File: config.mk
export PLATFORM = sky130hd
export DESIGN_NAME = sedh_front
export DESIGN_NICKNAME = d
export VERILOG_FILES = /design/src/design/sedh_pkg.sv /design/src/design/sedh_front.sv
export SDC_FILE = /design/constraint.sdc
export NUM_CORES = 1
export LEC_CHECK = 0
export ABC_CLOCK_PERIOD_IN_PS = 3100
export BUFFER_PORTS_ARGS = -buffer_cell sky130_fd_sc_hd__buf_2
export CAP_MARGIN = 20
export CORE_MARGIN = 8
export CORE_UTILIZATION = 54
export CTS_CLUSTER_DIAMETER = 80
export DETAILED_ROUTE_END_ITERATION = 7
export PLACE_DENSITY = 0.81
export RECOVER_POWER = 50
export SLEW_MARGIN = 10
export SYNTH_ARGS = -nofsm -noshare
export SYNTH_HDL_FRONTEND = slang
export SYNTH_SLANG_ARGS = --single-unit
File: constraint.sdc
create_clock -name clock -period 3.1 [get_ports clock]
set_clock_uncertainty 0.1 [all_clocks]
set_input_delay 0.31 -clock clock [delete_from_list [all_inputs] [get_ports clock]]
set_output_delay 0.31 -clock clock [all_outputs]
set_load 0.05 [all_outputs]
File: src/design/sedh_pkg.sv
`timescale 1ns / 1ps
`default_nettype none

package sedh_pkg;

   // Field and accumulator widths.
   localparam int PIX_W = 8;
   localparam int ACC_W = 18;
   localparam int WGT_W = 11;
   localparam int DEFAULT_MAX_WIDTH = 1024;

   // Fixed-point levels in Q10.8.
   localparam logic signed [ACC_W:0] THRESH_Q8 = 19'sd32512;
   localparam logic signed [ACC_W:0] FULL_Q8 = 19'sd65280;
   localparam logic signed [ACC_W:0] ACC_MAX = 19'sd131071;
   localparam logic signed [ACC_W:0] ACC_MIN = -19'sd131072;

   // Register indexes.
   localparam logic [1:0] REG_IMAGE_WIDTH = 2'd0;
   localparam logic [1:0] REG_IMAGE_HEIGHT = 2'd1;
   localparam logic [1:0] REG_KERNEL_SELECT = 2'd2;
   localparam logic [1:0] REG_INVERT_MODE = 2'd3;

   // Kernel codes; the unused code behaves as Floyd-Steinberg.
   localparam logic [1:0] KERNEL_FS = 2'd0;
   localparam logic [1:0] KERNEL_JJN = 2'd1;
   localparam logic [1:0] KERNEL_STUCKI = 2'd2;

   // Row store roles relative to the current row.
   localparam logic [1:0] ROLE_CUR = 2'd0;
   localparam logic [1:0] ROLE_NXT = 2'd1;
   localparam logic [1:0] ROLE_FAR = 2'd2;

   typedef struct packed {
      logic [10:0] image_width;
      logic [15:0] image_height;
      logic [1:0] kernel_select;
      logic invert_mode;
   } cfg_type;

   typedef enum logic [1:0] {
      ST_CLEAR,
      ST_LOAD,
      ST_RUN,
      ST_FLUSH
   } seq_state_type;

   // Q.12 weights by row offset and column offset (-2..2) along the scan.
   localparam logic [WGT_W-1:0] FS_W [3][5] = '{
      '{11'd0, 11'd0, 11'd0, 11'd1792, 11'd0},
      '{11'd0, 11'd768, 11'd1280, 11'd256, 11'd0},
      '{11'd0, 11'd0, 11'd0, 11'd0, 11'd0}};
   localparam logic [WGT_W-1:0] JJN_W [3][5] = '{
      '{11'd0, 11'd0, 11'd0, 11'd597, 11'd427},
      '{11'd256, 11'd427, 11'd597, 11'd427, 11'd256},
      '{11'd85, 11'd256, 11'd427, 11'd256, 11'd85}};
   localparam logic [WGT_W-1:0] STK_W [3][5] = '{
      '{11'd0, 11'd0, 11'd0, 11'd780, 11'd390},
      '{11'd195, 11'd390, 11'd780, 11'd390, 11'd195},
      '{11'd98, 11'd195, 11'd390, 11'd195, 11'd98}};

   function automatic logic [WGT_W-1:0] kernel_weight(input logic [1:0] k, input int dy,
                                                      input int ix);
      logic [WGT_W-1:0] w;
      case (k)
         KERNEL_JJN: w = JJN_W[dy][ix];
         KERNEL_STUCKI: w = STK_W[dy][ix];
         default: w = FS_W[dy][ix];
      endcase
      return w;
   endfunction

   // Error times weight, rounded from Q.20 to Q.8 with halves up.
   function automatic logic signed [ACC_W-1:0] contrib(input logic signed [ACC_W-1:0] e,
                                                       input logic [WGT_W-1:0] w);
      logic signed [29:0] p;
      p = 30'(e) * $signed(30'(w));
      p = p + 30'sd2048;
      return ACC_W'(p >>> 12);
   endfunction

   // Saturating add of two accumulator values.
   function automatic logic signed [ACC_W-1:0] sat_add(input logic signed [ACC_W-1:0] a,
                                                       input logic signed [ACC_W-1:0] b);
      logic signed [ACC_W:0] s;
      s = (ACC_W + 1)'(a) + (ACC_W + 1)'(b);
      if (s > ACC_MAX) begin
         s = ACC_MAX;
      end else if (s < ACC_MIN) begin
         s = ACC_MIN;
      end
      return s[ACC_W-1:0];
   endfunction

   // Row number modulo 3 by summing base-4 digits.
   function automatic logic [1:0] mod3_16(input logic [15:0] v);
      logic [4:0] s;
      logic [2:0] t;
      s = '0;
      for (int i = 0; i < 8; i++) begin
         s = s + 5'(v[2*i +: 2]);
      end
      t = 3'(s[1:0]) + 3'(s[3:2]) + 3'(s[4]);
      if (t >= 3'd6) begin
         t = t - 3'd6;
      end else if (t >= 3'd3) begin
         t = t - 3'd3;
      end
      return t[1:0];
   endfunction

   // Difference of two values in 0..2, modulo 3.
   function automatic logic [1:0] sub3(input logic [1:0] a, input logic [1:0] b);
      logic [2:0] d;
      d = 3'(a) + 3'd3 - 3'(b);
      if (d >= 3'd3) begin
         d = d - 3'd3;
      end
      return d[1:0];
   endfunction

endpackage

`default_nettype wire

File: src/design/sedh_front.sv
`timescale 1ns / 1ps
`default_nettype none

module sedh_front
   import sedh_pkg::*;
(
   input wire logic clock,
   input wire logic reset,
   input wire logic invert_mode,
   input wire logic req_valid,
   input wire logic [PIX_W-1:0] req_pixel_value,
   output logic req_ready,
   output logic q_valid,
   output logic [PIX_W-1:0] q_pixel,
   input wire logic q_pop
);

   logic [PIX_W-1:0] slot_ff [2];
   logic wr_ptr_ff, rd_ptr_ff;
   logic [1:0] count_ff;
   logic push;

   assign req_ready = (count_ff != 2'd2);
   assign push = req_valid && req_ready;
   assign q_valid = (count_ff != 2'd0);
   assign q_pixel = slot_ff[rd_ptr_ff];

   // Two-word queue; the complement for the CMY path is taken on entry.
   always_ff @(posedge clock) begin
      if (push) begin
         slot_ff[wr_ptr_ff] <= invert_mode ? ~req_pixel_value : req_pixel_value;
      end
      if (reset) begin
         wr_ptr_ff <= 1'b0;
         rd_ptr_ff <= 1'b0;
         count_ff <= 2'd0;
      end else begin
         if (push) begin
            wr_ptr_ff <= ~wr_ptr_ff;
         end
         if (q_pop) begin
            rd_ptr_ff <= ~rd_ptr_ff;
         end
         count_ff <= count_ff + 2'(push) - 2'(q_pop);
      end
   end

endmodule

`default_nettype wire

After elaboration in Yosys (flattened, before gate mapping):

Memory sizes are Yosys's and may differ from the RTL's. A register that Yosys moved wholly into a read port is not among the register bits.
Index checks and enable logic that the tools add are counted.

* output and inout bits: 10
* RAM bits: 16
* bits in registers: 4
* bits of input ports: 13
* logic and storage cells: 17
* memories kept: 1

Memory list
* slot_ff: depth 2, bits a word 8, rd ports 1, clocked after Yosys merged registers in 1, write ports 1, RTL line sedh_front.sv:18 `logic [PIX_W-1:0] slot_ff [2];`

* bitwise gates (word level): 3
* eq/ne operators: 1
* $add $sub $neg: 2
* multiplexer cells: 5
* reductions and logical operators: 2

Operator list (number)
* 8-bit 2-to-1 mux: 1
* 8-bit NOT: 1
* 1-bit 2-to-1 mux: 4
* 2-bit by 1-bit adder with 2-bit output: 1
* 2-bit inequality test (second input constant): 1
* 1-bit NOT: 2
* 2-bit nonzero test: 1
* 2-bit by 1-bit subtractor with 2-bit output: 1
* 1-bit logical AND: 1

Depth between registers and ports, before layout:

* word-level depth: 4
* depth in mapped cells: 7
* gate-level depth less buffers: 7

Worst setup path before layout:

No wires, ideal clock.

* path kind: flip-flop to flip-flop
* from: register count_ff[0]
* to: register count_ff[1]
* path slack: 1.024 ns
* cell stages (with the launch flop): 7
* setup time: 0.065 ns
* data required time: 2.935 ns
* clock period less this slack: 2.076 ns
* path buffers: 0
* arrival: 1.911 ns
* cell sequence: dfxtp_1 -> nand2b_1 -> nand2_1 -> xnor2_1 -> ha_1 -> or4b_1 -> nand4b_1

* word-level cells in the longest chain between the ends: 4

Ends and longest elaborated chain
* start: declaration: RTL line sedh_front.sv:20 `logic [1:0] count_ff;`
* start signal: assignment: RTL line sedh_front.sv:44 `count_ff <= count_ff + 2'(push) - 2'(q_pop);`
* 2-bit inequality test: RTL line sedh_front.sv:23 `assign req_ready = (count_ff != 2'd2);`
* via req_ready: RTL line sedh_front.sv:12 `output logic req_ready,`
* 1-bit logical AND: RTL line sedh_front.sv:24 `assign push = req_valid && req_ready;`
* 2-bit by 1-bit adder with 2-bit output: RTL line sedh_front.sv:44
* 2-bit by 1-bit subtractor with 2-bit output: RTL line sedh_front.sv:44

The timed path passes the listed nets, and every way through them passes these cells.
A chain may end at the register's enable or synchronous reset.

==> impl_metrics.env <==
export IMPL_status="finished clean"
export IMPL_nets=102
export IMPL_cp_required_ps=2690
export IMPL_crit_type="reg -> out"
export IMPL_ir_drop_mv=0.361
export IMPL_finalSetupViolCount=0
export IMPL_post_cts_buffers=0
export IMPL_tightest_slew_ps=544
export IMPL_antenna_cells=0
export IMPL_clk_path_buf_depth=2
export IMPL_cts_resized_gates=0
export IMPL_clkPwrFrac_pct=19.3
export IMPL_grt_usage_pct=10.5
export IMPL_fmax_mhz=543
export IMPL_ys_warn_count=0
export IMPL_ys_ff_latch=21
export IMPL_fill_cells=130
export IMPL_portBuffers=22
export IMPL_power_density_nw_per_um2=631
export IMPL_numCtsBuffers=3
export IMPL_synth_nets=77
export IMPL_wl_um=1580
export IMPL_cts_sinks=21
export IMPL_grt_pass1_vias=624
export IMPL_ctsHtreeMaxLevel=1
export IMPL_path_max_fanout=8
export IMPL_seq_area_frac_synth_pct=64.1
export IMPL_p_sw_mw=0.222
export IMPL_mostFrequentLayoutCells="21 x buf_2, 16 x edfxtp_1, 8 x xor2_1, 8 x mux2_1, 5 x dfxtp_1"
export IMPL_antenna_found_initial=0
export IMPL_synth_distinct_cells=22
export IMPL_gr_total_overflow=0
export IMPL_placed_area_sq_um=1030
export IMPL_final_common_cell="buf_2"
export IMPL_drv_cap=0
export IMPL_die_w_um=57.0
export IMPL_grt_pass1_wl_um=2590
export IMPL_cts_root_buf="clkbuf_4"
export IMPL_end_kind="primary output"
export IMPL_io_pins=23
export IMPL_fp_row_count=14
export IMPL_yosys_area_share_simple_pct=8.70
export IMPL_fin_area_sq_um=1050
export IMPL_regArea_sq_um=581
export IMPL_synth_compound_area_share_pct=3.45
export IMPL_synthCells=63
export IMPL_hold_violations=0
export IMPL_viasPerCell=5.35
export IMPL_cp_arrival_ps=1430
export IMPL_drcViolationCount=0
export IMPL_period_needed_ps=1840
export IMPL_period_share_pct=59.4
export IMPL_grt_start_max_net_pins=12
export IMPL_coreArea_sq_um=1540
export IMPL_cts_hold_buf=0
export IMPL_finalWeightedCongestion=0.691
export IMPL_antenna_left=0
export IMPL_seqPwrFrac_pct=53.4
export IMPL_dr_pass1_iters=4
export IMPL_critPathTopFamily="flip-flops"
export IMPL_area_growth_pct=16.0
export IMPL_cts_tree="built"
export IMPL_yosys_area_top_type="edfxtp_1"
export IMPL_path_cells="mux2_1 > buf_2"
export IMPL_ys_top_cells_by_area="edfxtp_1 53%, dfxtp_1 11%, mux2_1 9.9%, xor2_1 7.7%, xnor2_1 1.9%"
export IMPL_path_clk_slew_ps=100
export IMPL_power_internal_mw=0.442
export IMPL_r2r_start="count_ff[0]$_SDFF_PP0_"
export IMPL_maxSlewHeadroom_pct=63.8
export IMPL_worst_hold_slack_ps=156
export IMPL_max_stage_delay_ps=560
export IMPL_insertion_delay_ps=290
export IMPL_synthMuxAreaShare_pct=9.94
export IMPL_routedWlPerCell_um=15.3
export IMPL_rsz0062_at_grt="no"
export IMPL_r2r_slack_ps=1300
export IMPL_start_util_pct=58.8
export IMPL_synth_fa_ha_area_share_pct=1.38
export IMPL_critPathSlowestCell="dfxtp_1"
export IMPL_placedCellCount=99
export IMPL_crit_path_start_kind="flip-flop"
export IMPL_syn_cell_area_sq_um=906
export IMPL_stdcell_count=103
export IMPL_hold_start="reset"
export IMPL_slew_viol_final=0
export IMPL_synth_top_area_share_pct=53.0
export IMPL_fin_setup_tns_ps=0
export IMPL_hold_path_class="in -> reg"
export IMPL_multi_input_area_sq_um=300
export IMPL_die_area_sq_um=3240
export IMPL_p_comb_share_pct=27.3
export IMPL_drive_gt1_share_pct=27.6
export IMPL_path_buf_inv=1
export IMPL_vias=551
export IMPL_avgSynthCellArea_sq_um=14.4
export IMPL_dr_first_iter_drc_count=7
export IMPL_total_power_mw=0.663
export IMPL_die_h_um=57.0
export IMPL_yosys_area_share_xor_xnor_pct=9.67
export IMPL_power_switching_share_pct=33.4
export IMPL_synth_top_family_by_area="multiplexers"
export IMPL_cellLeakagePower_nw=0.427
power groups by stage:
stage	sequential [mW]	combinational (mW)	clock (mW)
finish	0.354	0.181	0.128
global placement	0.359	0.179	0
CTS	0.355	0.184	0.133
floorplan	0.353	0.145	0
global route	0.358	0.195	0.141
detailed placement	0.361	0.183	0
state kept, by name, summed over array words and instances, names as in the netlist, named ones only:
signal     cells
slot_ff       16
count_ff       2
wr_ptr_ff      1
rd_ptr_ff      1
layout make-up:
cell class	instances	share of cell area, %
Timing Repair Buffer	22	10.4
Sequential cell	21	55.2
Tap cell	16	1.90
Inverter	4	1.43
Clock buffer	4	2.50
Multi-Input combinational cell	36	28.6
cells in the mapped netlist (all sizes together):
library cell   n
a2111oi        1
a21bo          1
a21boi         1
a21oi          1
and3           1
buf            2
dfxtp          5
edfxtp        16
ha             1
inv            4
mux2           8
nand2          1
nand2b         1
nand3b         1
nand4          2
nand4b         1
nor2           3
nor2b          1
or2            1
or4b           1
xnor2          2
xor2           8
cell families after synthesis:
kind of cell,count (synthesis)
flip-flops,21
AND/OR/NAND/NOR,13
XOR/XNOR,10
multiplexers,8
buffers and inverters,6
AO/OA/AOI/OAI,4
adder cells (fa/ha/maj),1
final timing paths:
check	cells after the start	end
worst max-delay path	2	q_pixel[0]
worst max register to register	6	count_ff[1]$_SDFF_PP0_
worst min register to register	2	flip-flop
worst min-delay path	2	wr_ptr_ff$_SDFFE_PP0P_
through the flow:
| step | setup slack [ps] | util (%) |
|---|---|---|
| after floorplan | 1020 | - |
| after global placement | 1410 | 66.6 |
| after detailed placement | 1320 | 66.6 |
| after CTS | 1220 | 68.3 |
| after global routing | 1170 | 68.2 |
| final | 1260 | 68.2 |
metal layers:
layer,track usage (%),up-vias,part of all wire [%]
met4,9.06,0,3.6
li1,-,272,-
met5,0,-,0
met2,18.9,15,55
met1,8.61,260,36
met3,4.20,4,5.8
No activity file was read; power rests on OpenSTA's default activity.
